==> src/rtl/core/scan_curvature_assert.svh <==
// Assertion macros for scan_curvature.
`ifndef SCAN_CURVATURE_ASSERT_SVH
`define SCAN_CURVATURE_ASSERT_SVH
`ifndef NO_ASSERTIONS
`define SC_ASSERT_IMPL(lbl, ante, cons, msg) \
  lbl: assert property (@(posedge clk_i) disable iff (!rst_ni) (ante) |-> (cons)) \
    else $error(msg);
`define SC_ASSERT_NEXT(lbl, ante, cons, msg) \
  lbl: assert property (@(posedge clk_i) disable iff (!rst_ni) (ante) |=> (cons)) \
    else $error(msg);
`else
`define SC_ASSERT_IMPL(lbl, ante, cons, msg)
`define SC_ASSERT_NEXT(lbl, ante, cons, msg)
`endif
`endif

==> src/rtl/core/scurv_pkg.sv <==
`timescale 1ns / 1ps
package scurv_pkg;
  localparam int unsigned MA   = 37;  // multiplicand width
  localparam int unsigned MB   = 33;  // multiplier width
  localparam int unsigned PW   = MA + MB;
  localparam int unsigned RW   = 33;  // root width
  localparam int unsigned NW   = 69;  // dividend width
  localparam int unsigned DENW = 69;  // divisor width
  localparam int unsigned QW   = 34;  // quotient width

  localparam logic [16:0] SIN_C1 = 17'd102944;
  localparam logic [15:0] SIN_C2 = 16'd42047;
  localparam logic [15:0] SIN_C3 = 16'd4640;

  typedef struct packed {
    logic [15:0] u;
    logic        neg;
  } trig_t;
endpackage

==> src/rtl/core/scurv_mul.sv <==
`timescale 1ns / 1ps
module scurv_mul (
  input  logic                   clk_i,
  input  logic                   rst_ni,
  input  logic                   start_i,
  input  logic [scurv_pkg::MA-1:0] a_i,
  input  logic [scurv_pkg::MB-1:0] b_i,
  output logic                   busy_o,
  output logic                   done_o,
  output logic [scurv_pkg::PW-1:0] prod_o
);
  import scurv_pkg::*;

  logic          busy_q;
  logic [PW-1:0] a_q, acc_q;
  logic [MB-1:0] b_q;

  always_ff @(posedge clk_i or negedge rst_ni) begin
    if (!rst_ni) begin
      busy_q <= 1'b0;
    end else if (start_i) begin
      busy_q <= 1'b1;
    end else if (busy_q && (b_q == '0)) begin
      busy_q <= 1'b0;
    end
  end

  // one multiplier bit per cycle, stops once the remaining bits are zero
  always_ff @(posedge clk_i) begin
    if (start_i) begin
      a_q   <= {{(PW-MA){1'b0}}, a_i};
      b_q   <= b_i;
      acc_q <= '0;
    end else if (busy_q && (b_q != '0)) begin
      if (b_q[0]) begin
        acc_q <= acc_q + a_q;
      end
      a_q <= a_q << 1;
      b_q <= b_q >> 1;
    end
  end

  assign busy_o = busy_q;
  assign done_o = busy_q && (b_q == '0);
  assign prod_o = acc_q;
endmodule

==> src/rtl/core/scurv_sqrt.sv <==
`timescale 1ns / 1ps
module scurv_sqrt (
  input  logic                     clk_i,
  input  logic                     rst_ni,
  input  logic                     start_i,
  input  logic [63:0]              v_i,
  output logic                     done_o,
  output logic [scurv_pkg::RW-1:0] root_o
);
  import scurv_pkg::*;

  logic        busy_q;
  logic [63:0] v_q, res_q, bit_q, trial;

  assign trial = res_q + bit_q;

  always_ff @(posedge clk_i or negedge rst_ni) begin
    if (!rst_ni) begin
      busy_q <= 1'b0;
    end else if (start_i) begin
      busy_q <= 1'b1;
    end else if (busy_q && (bit_q == '0)) begin
      busy_q <= 1'b0;
    end
  end

  // one root bit per cycle, 32 steps
  always_ff @(posedge clk_i) begin
    if (start_i) begin
      v_q   <= v_i;
      res_q <= '0;
      bit_q <= 64'h4000_0000_0000_0000;
    end else if (busy_q && (bit_q != '0)) begin
      if (v_q >= trial) begin
        v_q   <= v_q - trial;
        res_q <= (res_q >> 1) + bit_q;
      end else begin
        res_q <= res_q >> 1;
      end
      bit_q <= bit_q >> 2;
    end
  end

  assign done_o = busy_q && (bit_q == '0);
  assign root_o = res_q[RW-1:0];
endmodule

==> src/rtl/core/scurv_div.sv <==
`timescale 1ns / 1ps
module scurv_div (
  input  logic                       clk_i,
  input  logic                       rst_ni,
  input  logic                       start_i,
  input  logic [scurv_pkg::NW-1:0]   num_i,
  input  logic [scurv_pkg::DENW-1:0] den_i,
  output logic                       done_o,
  output logic [scurv_pkg::QW-1:0]   quo_o
);
  import scurv_pkg::*;

  localparam int unsigned DSW = DENW + QW - 1;

  logic           busy_q, done_q;
  logic [5:0]     k_q;
  logic [NW-1:0]  rem_q;
  logic [DSW-1:0] dsh_q;
  logic [QW-1:0]  q_q;
  logic           ge;

  assign ge = {{(DSW-NW){1'b0}}, rem_q} >= dsh_q;

  always_ff @(posedge clk_i or negedge rst_ni) begin
    if (!rst_ni) begin
      busy_q <= 1'b0;
      done_q <= 1'b0;
    end else begin
      done_q <= 1'b0;
      if (start_i) begin
        busy_q <= 1'b1;
      end else if (busy_q && ((k_q == '0) || ((k_q == 6'(QW-1)) && ge))) begin
        busy_q <= 1'b0;
        done_q <= 1'b1;
      end
    end
  end

  // restoring division, one quotient bit per cycle; the top step only flags overflow
  always_ff @(posedge clk_i) begin
    if (start_i) begin
      rem_q <= num_i;
      dsh_q <= {den_i, {(QW-1){1'b0}}};
      q_q   <= '0;
      k_q   <= 6'(QW-1);
    end else if (busy_q) begin
      if (k_q == 6'(QW-1)) begin
        if (ge) begin
          q_q <= {1'b1, {(QW-1){1'b0}}};
        end
      end else if (ge) begin
        rem_q <= rem_q - dsh_q[NW-1:0];
        q_q   <= q_q | (QW'(1) << k_q);
      end
      dsh_q <= dsh_q >> 1;
      if (k_q != '0) begin
        k_q <= k_q - 6'd1;
      end
    end
  end

  assign done_o = done_q;
  assign quo_o  = q_q;
endmodule

==> src/rtl/core/scan_curvature.sv <==
`timescale 1ns / 1ps
// scan_curvature: curvature of a lidar scan, one range sample per transaction.
// Input channel (in_valid_i / in_stall_o) carries range_i and first_i; first_i
// restarts the angle at a half turn and clears the differences. Output channel
// (out_valid_o / out_stall_i) returns one curvature_o (Q16.16) and
// saturated_o for every input transaction, in order.
// angle_step is written over the APB port at byte address 0. The user must
// write it only while idle; the block itself does not enforce this. One
// transaction at a time is worked on; the next input is taken in the cycle
// after the result is loaded. Each sample uses the shared bit-serial
// multiplier (up to 15 products, each stepping through multiplier bits
// until the remaining ones are zero), the square root and the divider.
// A finished result sits in the output register; the next input is taken
// while it waits, and a new result waits until the old one is taken, which
// holds in_stall_o high.
// Reset: angle_step = 64, phase = half turn, previous point and differences 0,
// output channel empty.
module scan_curvature #(
  parameter int unsigned TRIG_TABLE_DEPTH = 1024,
  parameter int unsigned PHASE_BITS       = 16
) (
  input  logic               clk_i,
  input  logic               rst_ni,
  input  logic               in_valid_i,
  output logic               in_stall_o,
  input  logic [15:0]        range_i,
  input  logic               first_i,
  output logic               out_valid_o,
  input  logic               out_stall_i,
  output logic signed [31:0] curvature_o,
  output logic               saturated_o,
  input  logic               psel,
  input  logic               penable,
  input  logic               pwrite,
  input  logic [2:0]         paddr,
  input  logic [31:0]        pwdata,
  output logic [31:0]        prdata,
  output logic               pready
);
  import scurv_pkg::*;

  localparam int unsigned DB = $clog2(TRIG_TABLE_DEPTH);
  localparam int unsigned SW = (PHASE_BITS > 16) ? PHASE_BITS : 16;

  localparam logic [3:0] ST_IDLE = 4'd0;
  localparam logic [3:0] ST_T_UU = 4'd1;
  localparam logic [3:0] ST_T_A  = 4'd2;
  localparam logic [3:0] ST_T_B  = 4'd3;
  localparam logic [3:0] ST_T_C  = 4'd4;
  localparam logic [3:0] ST_T_D  = 4'd5;
  localparam logic [3:0] ST_C_P1 = 4'd6;
  localparam logic [3:0] ST_C_P2 = 4'd7;
  localparam logic [3:0] ST_C_S1 = 4'd8;
  localparam logic [3:0] ST_C_S2 = 4'd9;
  localparam logic [3:0] ST_C_SQ = 4'd10;
  localparam logic [3:0] ST_C_DN = 4'd11;
  localparam logic [3:0] ST_C_DV = 4'd12;
  localparam logic [3:0] ST_OUT  = 4'd13;

  localparam logic [31:0] QUARTER = 32'h4000_0000;

  function automatic trig_t trig_prep(logic [31:0] p);
    logic [30:0] w;
    trig_t       t;
    w = {1'b0, p[29:0]};
    if (p[30]) begin
      w = 31'h4000_0000 - w;
    end
    t.u   = w[30:15];
    t.neg = p[31];
    return t;
  endfunction

  function automatic logic [18:0] mag19(logic signed [18:0] v);
    return v[18] ? 19'(-v) : 19'(v);
  endfunction

  logic [3:0]            state_q, state_d;
  logic [15:0]           angle_step_q;
  logic [PHASE_BITS-1:0] phase_q, phase_eff;
  logic [SW-1:0]         phase_sum;
  logic [PHASE_BITS+DB-1:0] idx_wide;
  logic [31:0]           p_acc, p_q;
  logic                  sel_q, first_q, neg_q;
  logic [15:0]           rng_q, x2_q;
  trig_t                 cur_trig, acc_trig, sin_trig;

  logic signed [16:0] x_q, prev_x_q, prev_y_q, val;
  logic signed [17:0] prev_dx_q, prev_dy_q, dx_q, dy_q, dx_n, dy_n;
  logic signed [18:0] d2x_q, d2y_q, d2x_n, d2y_n;
  logic signed [38:0] p1_q, p2_n, num_q;
  logic [36:0]        s_q, s_sum;
  logic [31:0]        res_q;
  logic               res_sat_q;
  logic               out_valid_q;
  logic [31:0]        curv_q;
  logic               sat_q;

  logic          mul_start, mul_busy, mul_done;
  logic [MA-1:0] mul_a;
  logic [MB-1:0] mul_b;
  logic [PW-1:0] prod;
  logic          sq_start, sq_done;
  logic [RW-1:0] root;
  logic          dv_start, dv_done;
  logic [QW-1:0] quo;

  logic [17:0] rr;
  logic [14:0] tmag;
  logic [30:0] vv;
  logic [16:0] vmag;
  logic        accept, out_load, cfg_wr;
  logic [QW-1:0] lim, qclip;
  logic          qsat, num_neg;

  assign accept   = in_valid_i && (state_q == ST_IDLE);
  assign in_stall_o = (state_q != ST_IDLE);
  assign out_load = (state_q == ST_OUT) && (!out_valid_q || !out_stall_i);

  assign phase_eff = first_i ? {1'b1, {(PHASE_BITS-1){1'b0}}} : phase_q;
  assign phase_sum = SW'(phase_eff) + SW'(angle_step_q);
  assign idx_wide  = {phase_eff, {DB{1'b0}}} >> PHASE_BITS;
  assign p_acc     = {idx_wide[DB-1:0], {(32-DB){1'b0}}};
  assign acc_trig  = trig_prep(p_acc + QUARTER);
  assign cur_trig  = trig_prep(sel_q ? p_q : p_q + QUARTER);
  assign sin_trig  = trig_prep(p_q);

  assign rr   = 18'(prod[31:15]) + 18'd2;
  assign tmag = (rr[17:2] > 16'd16384) ? 15'd16384 : rr[16:2];
  assign vv   = 31'(prod[29:0]) + 31'd8192;
  assign vmag = vv[30:14];
  assign val  = neg_q ? -$signed(vmag) : $signed(vmag);

  assign dx_n  = 18'(x_q) - 18'(prev_x_q);
  assign dy_n  = 18'(val) - 18'(prev_y_q);
  assign d2x_n = 19'(dx_n) - 19'(prev_dx_q);
  assign d2y_n = 19'(dy_n) - 19'(prev_dy_q);

  assign p2_n  = (dy_q[17] ^ d2x_q[18]) ? -39'(prod[37:0]) : 39'(prod[37:0]);
  assign s_sum = s_q + prod[36:0];

  assign num_neg = num_q[38];
  assign lim     = num_neg ? QW'(32'h8000_0000) : QW'(32'h7fff_ffff);
  assign qsat    = quo > lim;
  assign qclip   = qsat ? lim : quo;

  always_comb begin
    state_d   = state_q;
    mul_start = 1'b0;
    mul_a     = '0;
    mul_b     = '0;
    sq_start  = 1'b0;
    dv_start  = 1'b0;
    unique case (state_q)
      ST_IDLE: begin
        if (accept) begin
          mul_start = 1'b1;
          mul_a     = MA'(acc_trig.u);
          mul_b     = MB'(acc_trig.u);
          state_d   = ST_T_UU;
        end
      end
      ST_T_UU: begin
        if (mul_done) begin
          mul_start = 1'b1;
          mul_a     = MA'(SIN_C3);
          mul_b     = MB'(prod[30:15]);
          state_d   = ST_T_A;
        end
      end
      ST_T_A: begin
        if (mul_done) begin
          mul_start = 1'b1;
          mul_a     = MA'(SIN_C2 - prod[30:15]);
          mul_b     = MB'(x2_q);
          state_d   = ST_T_B;
        end
      end
      ST_T_B: begin
        if (mul_done) begin
          mul_start = 1'b1;
          mul_a     = MA'(cur_trig.u);
          mul_b     = MB'(SIN_C1 - prod[31:15]);
          state_d   = ST_T_C;
        end
      end
      ST_T_C: begin
        if (mul_done) begin
          mul_start = 1'b1;
          mul_a     = MA'(rng_q);
          mul_b     = MB'(tmag);
          state_d   = ST_T_D;
        end
      end
      ST_T_D: begin
        if (mul_done) begin
          if (!sel_q) begin
            mul_start = 1'b1;
            mul_a     = MA'(sin_trig.u);
            mul_b     = MB'(sin_trig.u);
            state_d   = ST_T_UU;
          end else if (first_q) begin
            state_d = ST_OUT;
          end else begin
            mul_start = 1'b1;
            mul_a     = MA'(mag19(19'(dx_n)));
            mul_b     = MB'(mag19(d2y_n));
            state_d   = ST_C_P1;
          end
        end
      end
      ST_C_P1: begin
        if (mul_done) begin
          mul_start = 1'b1;
          mul_a     = MA'(mag19(19'(dy_q)));
          mul_b     = MB'(mag19(d2x_q));
          state_d   = ST_C_P2;
        end
      end
      ST_C_P2: begin
        if (mul_done) begin
          mul_start = 1'b1;
          mul_a     = MA'(mag19(19'(dx_q)));
          mul_b     = MB'(mag19(19'(dx_q)));
          state_d   = ST_C_S1;
        end
      end
      ST_C_S1: begin
        if (mul_done) begin
          mul_start = 1'b1;
          mul_a     = MA'(mag19(19'(dy_q)));
          mul_b     = MB'(mag19(19'(dy_q)));
          state_d   = ST_C_S2;
        end
      end
      ST_C_S2: begin
        if (mul_done) begin
          if (s_sum == '0) begin
            state_d = ST_OUT;
          end else begin
            sq_start = 1'b1;
            state_d  = ST_C_SQ;
          end
        end
      end
      ST_C_SQ: begin
        if (sq_done) begin
          mul_start = 1'b1;
          mul_a     = s_q;
          mul_b     = root;
          state_d   = ST_C_DN;
        end
      end
      ST_C_DN: begin
        if (mul_done) begin
          dv_start = 1'b1;
          state_d  = ST_C_DV;
        end
      end
      ST_C_DV: begin
        if (dv_done) begin
          state_d = ST_OUT;
        end
      end
      ST_OUT: begin
        if (out_load) begin
          state_d = ST_IDLE;
        end
      end
      default: state_d = ST_IDLE;
    endcase
  end

  assign cfg_wr = psel && penable && pwrite && pready && !paddr[2];

  always_ff @(posedge clk_i or negedge rst_ni) begin
    if (!rst_ni) begin
      state_q      <= ST_IDLE;
      angle_step_q <= 16'd64;
      phase_q      <= {1'b1, {(PHASE_BITS-1){1'b0}}};
      prev_x_q     <= '0;
      prev_y_q     <= '0;
      prev_dx_q    <= '0;
      prev_dy_q    <= '0;
      out_valid_q  <= 1'b0;
    end else begin
      state_q <= state_d;
      if (cfg_wr) begin
        angle_step_q <= pwdata[15:0];
      end
      if (accept) begin
        phase_q <= phase_sum[PHASE_BITS-1:0];
      end
      if ((state_q == ST_T_D) && mul_done && sel_q) begin
        prev_x_q <= x_q;
        prev_y_q <= val;
        if (first_q) begin
          prev_dx_q <= '0;
          prev_dy_q <= '0;
        end else begin
          prev_dx_q <= dx_n;
          prev_dy_q <= dy_n;
        end
      end
      if (out_load) begin
        out_valid_q <= 1'b1;
      end else if (!out_stall_i) begin
        out_valid_q <= 1'b0;
      end
    end
  end

  always_ff @(posedge clk_i) begin
    if (accept) begin
      rng_q   <= range_i;
      first_q <= first_i;
      p_q     <= p_acc;
      sel_q   <= 1'b0;
      res_q   <= '0;
      res_sat_q <= 1'b0;
    end
    if (mul_done) begin
      unique case (state_q)
        ST_T_UU: x2_q <= prod[30:15];
        ST_T_C:  neg_q <= cur_trig.neg;
        ST_T_D: begin
          if (!sel_q) begin
            x_q   <= val;
            sel_q <= 1'b1;
          end else begin
            dx_q  <= dx_n;
            dy_q  <= dy_n;
            d2x_q <= d2x_n;
            d2y_q <= d2y_n;
          end
        end
        ST_C_P1: p1_q  <= (dx_q[17] ^ d2y_q[18]) ? -39'(prod[37:0]) : 39'(prod[37:0]);
        ST_C_P2: num_q <= p1_q - p2_n;
        ST_C_S1: s_q   <= prod[36:0];
        ST_C_S2: s_q   <= s_sum;
        default: ;
      endcase
    end
    if ((state_q == ST_C_DV) && dv_done) begin
      res_q     <= num_neg ? 32'(-qclip) : 32'(qclip);
      res_sat_q <= qsat;
    end
    if (out_load) begin
      curv_q <= res_q;
      sat_q  <= res_sat_q;
    end
  end

  scurv_mul u_mul (
    .clk_i   (clk_i),
    .rst_ni  (rst_ni),
    .start_i (mul_start),
    .a_i     (mul_a),
    .b_i     (mul_b),
    .busy_o  (mul_busy),
    .done_o  (mul_done),
    .prod_o  (prod)
  );

  scurv_sqrt u_sqrt (
    .clk_i   (clk_i),
    .rst_ni  (rst_ni),
    .start_i (sq_start),
    .v_i     ({s_sum[35:0], 28'b0}),
    .done_o  (sq_done),
    .root_o  (root)
  );

  scurv_div u_div (
    .clk_i   (clk_i),
    .rst_ni  (rst_ni),
    .start_i (dv_start),
    .num_i   ({num_neg ? 38'(-num_q) : 38'(num_q), 31'b0} >> 1),
    .den_i   (prod[DENW-1:0]),
    .done_o  (dv_done),
    .quo_o   (quo)
  );

  assign out_valid_o = out_valid_q;
  assign curvature_o = curv_q;
  assign saturated_o = sat_q;
  assign prdata      = paddr[2] ? 32'h0 : {16'h0, angle_step_q};
  assign pready      = 1'b1;

`include "scan_curvature_assert.svh"

  `SC_ASSERT_IMPL(a_idle_mul_quiet, state_q == ST_IDLE, !mul_busy, "multiplier busy while idle")
  `SC_ASSERT_IMPL(a_mul_no_restart, mul_start, !mul_busy || mul_done, "multiplier restarted")
  `SC_ASSERT_NEXT(a_accept_busy, accept, state_q != ST_IDLE, "accept did not start work")
  `SC_ASSERT_IMPL(a_sat_bound, out_valid_o && saturated_o,
    curvature_o == 32'sh7fff_ffff || curvature_o == 32'sh8000_0000, "saturated value off bound")
endmodule

==> config.mk <==
export PLATFORM = sky130hd
export DESIGN_NAME = scan_curvature
export DESIGN_NICKNAME = d
export VERILOG_FILES = /design/src/rtl/core/scurv_pkg.sv /design/src/rtl/core/scurv_mul.sv /design/src/rtl/core/scurv_sqrt.sv /design/src/rtl/core/scurv_div.sv /design/src/rtl/core/scan_curvature.sv
export VERILOG_INCLUDE_DIRS = /design/src /design/src/rtl/core
export SDC_FILE = /design/constraint.sdc
export NUM_CORES = 2
export LEC_CHECK = 0
export ABC_AREA = 1
export BUFFER_PORTS_ARGS = -buffer_cell sky130_fd_sc_hd__buf_2
export CORE_ASPECT_RATIO = 1.2
export CORE_MARGIN = 2
export CORE_UTILIZATION = 29
export CTS_CLUSTER_DIAMETER = 60
export CTS_CLUSTER_SIZE = 40
export DETAILED_ROUTE_END_ITERATION = 10
export SYNTH_ARGS = -nofsm -noshare
export SYNTH_HDL_FRONTEND = slang
export SYNTH_SLANG_ARGS = --single-unit
==> constraint.sdc <==
create_clock -name clk_i -period 10.8 [get_ports clk_i]
set_input_delay 1.62 -clock clk_i [delete_from_list [all_inputs] [get_ports clk_i]]
set_output_delay 1.62 -clock clk_i [all_outputs]
set_load 0.005 [all_outputs]
==> out/metrics.yaml <==
setup-tns-final_ps: 0
antenna_left: 0
synth-async-reset-ratio: 0.117
p_per_area_mw_per_mm2: 95.5
layoutNonFillerInstCount: 14300
die_boundary_height_um: 561
clock_sinks: 952
grtUsageMet1: 0.246
tritoncts.num_buffers: 106
place_inst: 14100
final_layout_size_suffix_gt1_frac: 0.0472
layout_worst_path_cycle_share: 0.757
detail_route.first_pass.iterations: 8
fill_cells: 27900
status: "finished clean"
ctsRootBufferMaster: "sky130_fd_sc_hd__clkbuf_16"
worst_min_delay_path_startpoint: "res_q[20]"
route.detailed.wl_per_inst_um: 18.7
post_layout_util: 0.323
finalClockSkew_ps: 66.6
drc_errors: 0
report.final.hold_viol_count: 0
gpl.final_weighted_congestion: 1.01
postRouteWirelength_mm: 267
worst_setup_path_end_kind: "flip-flop"
clock_tree_from_tritoncts: "done"
met2_usage_grt: 0.334
critPathMostFrequentCell: "sky130_fd_sc_hd__inv_1"
cp_data_arrival_time_ps: 8670
endpoints_failing_setup: 0
via_count: 72200
synth_sequential_area_ratio: 0.330
grt_usage: 0.197
minimum_setup_slack_in_the_final_design_ps: 2620
antenna_found_initial: 3
global_route_wire_length_before_repair_mm: 404
cell_count_after_synthesis: 10800
startpoint_type: "flip-flop"
drv_cap: 0
globalRoute.totalOverflow: 0
critPathBufInv: 7
place_hpwl_mm: 210
place_ws_ps: 2850
fp-row-count: 204
die_x_um: 468
finalHoldWorstSlack_ps: 427
areaGrowthSynthToFinish_pct: 10.7
slowest_stage: "sky130_fd_sc_hd__dfxtp_1"
tightestPinTransition_ps: 1170
setup.worst_path.start: "u_mul.prod_o[13]"
post-cts-setup-buffer-count: 0
postCtsResizedCells: 0
critPathRequiredTime_ps: 11300
final_net_count: 11300
drt-initial-drc-count: 6278
largest_net_degree_at_the_start_of_global_routing: 94
postSynthAreaPerCell_um2: 6.93
top_level_ports: 127
initial_core_utilization: 0.291
ys_ff_latch: 952
place_area_mm2: 0.0791
floorplan.die_area_mm2: 0.262
synth.lib_cells_used.distinct: 76
port_buffers: 91
ir_drop_mv: 0.122
route.detailed.vias_per_inst: 5.06
period_minus_slack_ps: 8180
finalMaxSlewViolations: 0
globalRouteMet3Util: 0.0204
grt_pass1_vias: 69100
timing.hold.worst.class: "reg -> reg"
seqCellArea_mm2: 0.0247
htreeDepth: 3
global_route.peak_usage_layer: "met2"
static-leakage-power_nw: 36.7
clk_path_buf_depth: 3
finalInstanceArea_mm2: 0.0829
slew-limit-headroom: 0.214
insertion_delay_ps: 800
critical_path.max_fanout: 18
r2r-start: "u_mul.prod_o[13]"
worst_path_largest_cell_delay_ps: 890
cts.hold.buffers_added: 0
clkTransAtPathRegs_ps: 70
multiInputGateArea_mm2: 0.0432
achievable-frequency_ghz: 0.122
number_of_enable_type_register_cells_in_the_synthesized_netlist: 511
worst_path_dominant_cell_family: "simple AND/OR/NAND/NOR gates"
yosys_most_used_dff: "sky130_fd_sc_hd__edfxtp_1"
p_total_mw: 7.92
count_of_synthesis_stage_warnings_from_yosys: 0
core-area_mm2: 0.257
setup_repair_after_global_routing_missed_its_margin: "false"
worstSetupPathType: "reg -> reg"
netlist_area_mm2: 0.0749
[cell type report]
cell class / count / area share
antenna: 1 / 0.0000302
clock buffer: 117 / 0.0342
clock inverter: 85 / 0.0122
inverter: 1522 / 0.0690
multi-input combinational: 8010 / 0.521
sequential: 952 / 0.298
tap: 3399 / 0.0513
timing repair buffer: 187 / 0.0143
[path summary, 6_finish.rpt]
kind / endpoint / slack [ps] / cells past startpoint
worst min register to register: curvature_o[20] / 430 / 0
worst max-delay path: u_mul.b_q[16] / 2620 / 33
max in group asynchronous: prev_y_q[1] / 8590 / 2
worst max register to register: u_mul.b_q[16] / 2620 / 33
worst min-delay path: curvature_o[20] / 430 / 0
min in group asynchronous: u_div.done_o / 810 / 1
[flip-flops by register name, summed over array words and instances, names as in the netlist, 17 cells and up]
| register | flops |
|---|---|
| curvature_o | 32 |
| d2x_q | 19 |
| dx_q | 18 |
| dy_q | 18 |
| num_q | 39 |
| p1_q | 39 |
| prev_dx_q | 18 |
| prev_dy_q | 18 |
| prev_x_q | 17 |
| prev_y_q | 17 |
| res_q | 32 |
| s_q | 37 |
| u_div.dsh_q | 102 |
| u_div.quo_o | 34 |
| u_div.rem_q | 69 |
| u_mul.a_q | 69 |
| u_mul.b_q | 33 |
| u_mul.prod_o | 69 |
| u_sqrt.bit_q | 32 |
| u_sqrt.res_q | 64 |
| u_sqrt.v_q | 64 |
| x_q | 17 |
[report_power, final]
part | internal (mW) | switching [mW]
clock network | 2.06 | 1.93
registers | 3.79 | 0.0114
logic | 0.0477 | 0.0803
[logic make-up after synthesis]
kind of cell | after synthesis | synth area share
simple gates | 4691 | 0.259
compound gates | 2319 | 0.174
buf+inv | 1850 | 0.0956
flops | 952 | 0.330
fa+ha+maj | 492 | 0.0832
xor+xnor | 488 | 0.0573
mux | 3 | 0.000401
other cells | 2 | 0.000100
[synth_stat cells (80+ instances only)]
library cell / count / area share
sky130_fd_sc_hd__clkbuf_1: 214 / 0.011
sky130_fd_sc_hd__o22ai_1: 110 / 0.0092
sky130_fd_sc_hd__nor2_1: 1175 / 0.059
sky130_fd_sc_hd__nand2_1: 2517 / 0.13
sky130_fd_sc_hd__dfrtp_1: 109 / 0.036
sky130_fd_sc_hd__nand4_1: 159 / 0.013
sky130_fd_sc_hd__nor3_1: 166 / 0.011
sky130_fd_sc_hd__o211ai_1: 80 / 0.0080
sky130_fd_sc_hd__edfxtp_1: 511 / 0.20
sky130_fd_sc_hd__dfxtp_1: 330 / 0.088
sky130_fd_sc_hd__xor2_1: 309 / 0.036
sky130_fd_sc_hd__xnor2_1: 177 / 0.021
sky130_fd_sc_hd__inv_1: 1468 / 0.074
sky130_fd_sc_hd__o21ai_0: 849 / 0.057
sky130_fd_sc_hd__a21oi_1: 825 / 0.055
sky130_fd_sc_hd__nand3_1: 491 / 0.033
sky130_fd_sc_hd__ha_1: 482 / 0.081
sky130_fd_sc_hd__a31oi_1: 81 / 0.0068
[placed cells by master, fill, tap and decap left out, types with 27 or more instances in the layout]
cell and n:
sky130_fd_sc_hd__a21boi_0 27, sky130_fd_sc_hd__a21o_1 53, sky130_fd_sc_hd__a21oi_1 823, sky130_fd_sc_hd__a22oi_1 39, sky130_fd_sc_hd__a31oi_1 81, sky130_fd_sc_hd__buf_2 90, sky130_fd_sc_hd__buf_4 96, sky130_fd_sc_hd__clkbuf_16 112
sky130_fd_sc_hd__dfrtp_1 109, sky130_fd_sc_hd__dfxtp_1 330, sky130_fd_sc_hd__edfxtp_1 511, sky130_fd_sc_hd__ha_1 482, sky130_fd_sc_hd__inv_1 1465, sky130_fd_sc_hd__inv_2 35, sky130_fd_sc_hd__nand2_1 2512, sky130_fd_sc_hd__nand3_1 490
sky130_fd_sc_hd__nand3b_1 33, sky130_fd_sc_hd__nand4_1 159, sky130_fd_sc_hd__nor2_1 1167, sky130_fd_sc_hd__nor3_1 166, sky130_fd_sc_hd__nor4_1 69, sky130_fd_sc_hd__o211ai_1 80, sky130_fd_sc_hd__o21a_1 37, sky130_fd_sc_hd__o21ai_0 849
sky130_fd_sc_hd__o21ai_1 29, sky130_fd_sc_hd__o21bai_1 63, sky130_fd_sc_hd__o22ai_1 110, sky130_fd_sc_hd__or2_2 37, sky130_fd_sc_hd__xnor2_1 177, sky130_fd_sc_hd__xor2_1 309
[metal layers]
layer	routed length (µm)	part of all wire	up-vias
li1	-	-	36000
met1	113000	0.42	33500
met2	125000	0.47	2135
met3	14400	0.054	569
met4	15300	0.057	2
met5	11	0.000041	-
(Power assumes the default switching activity.)
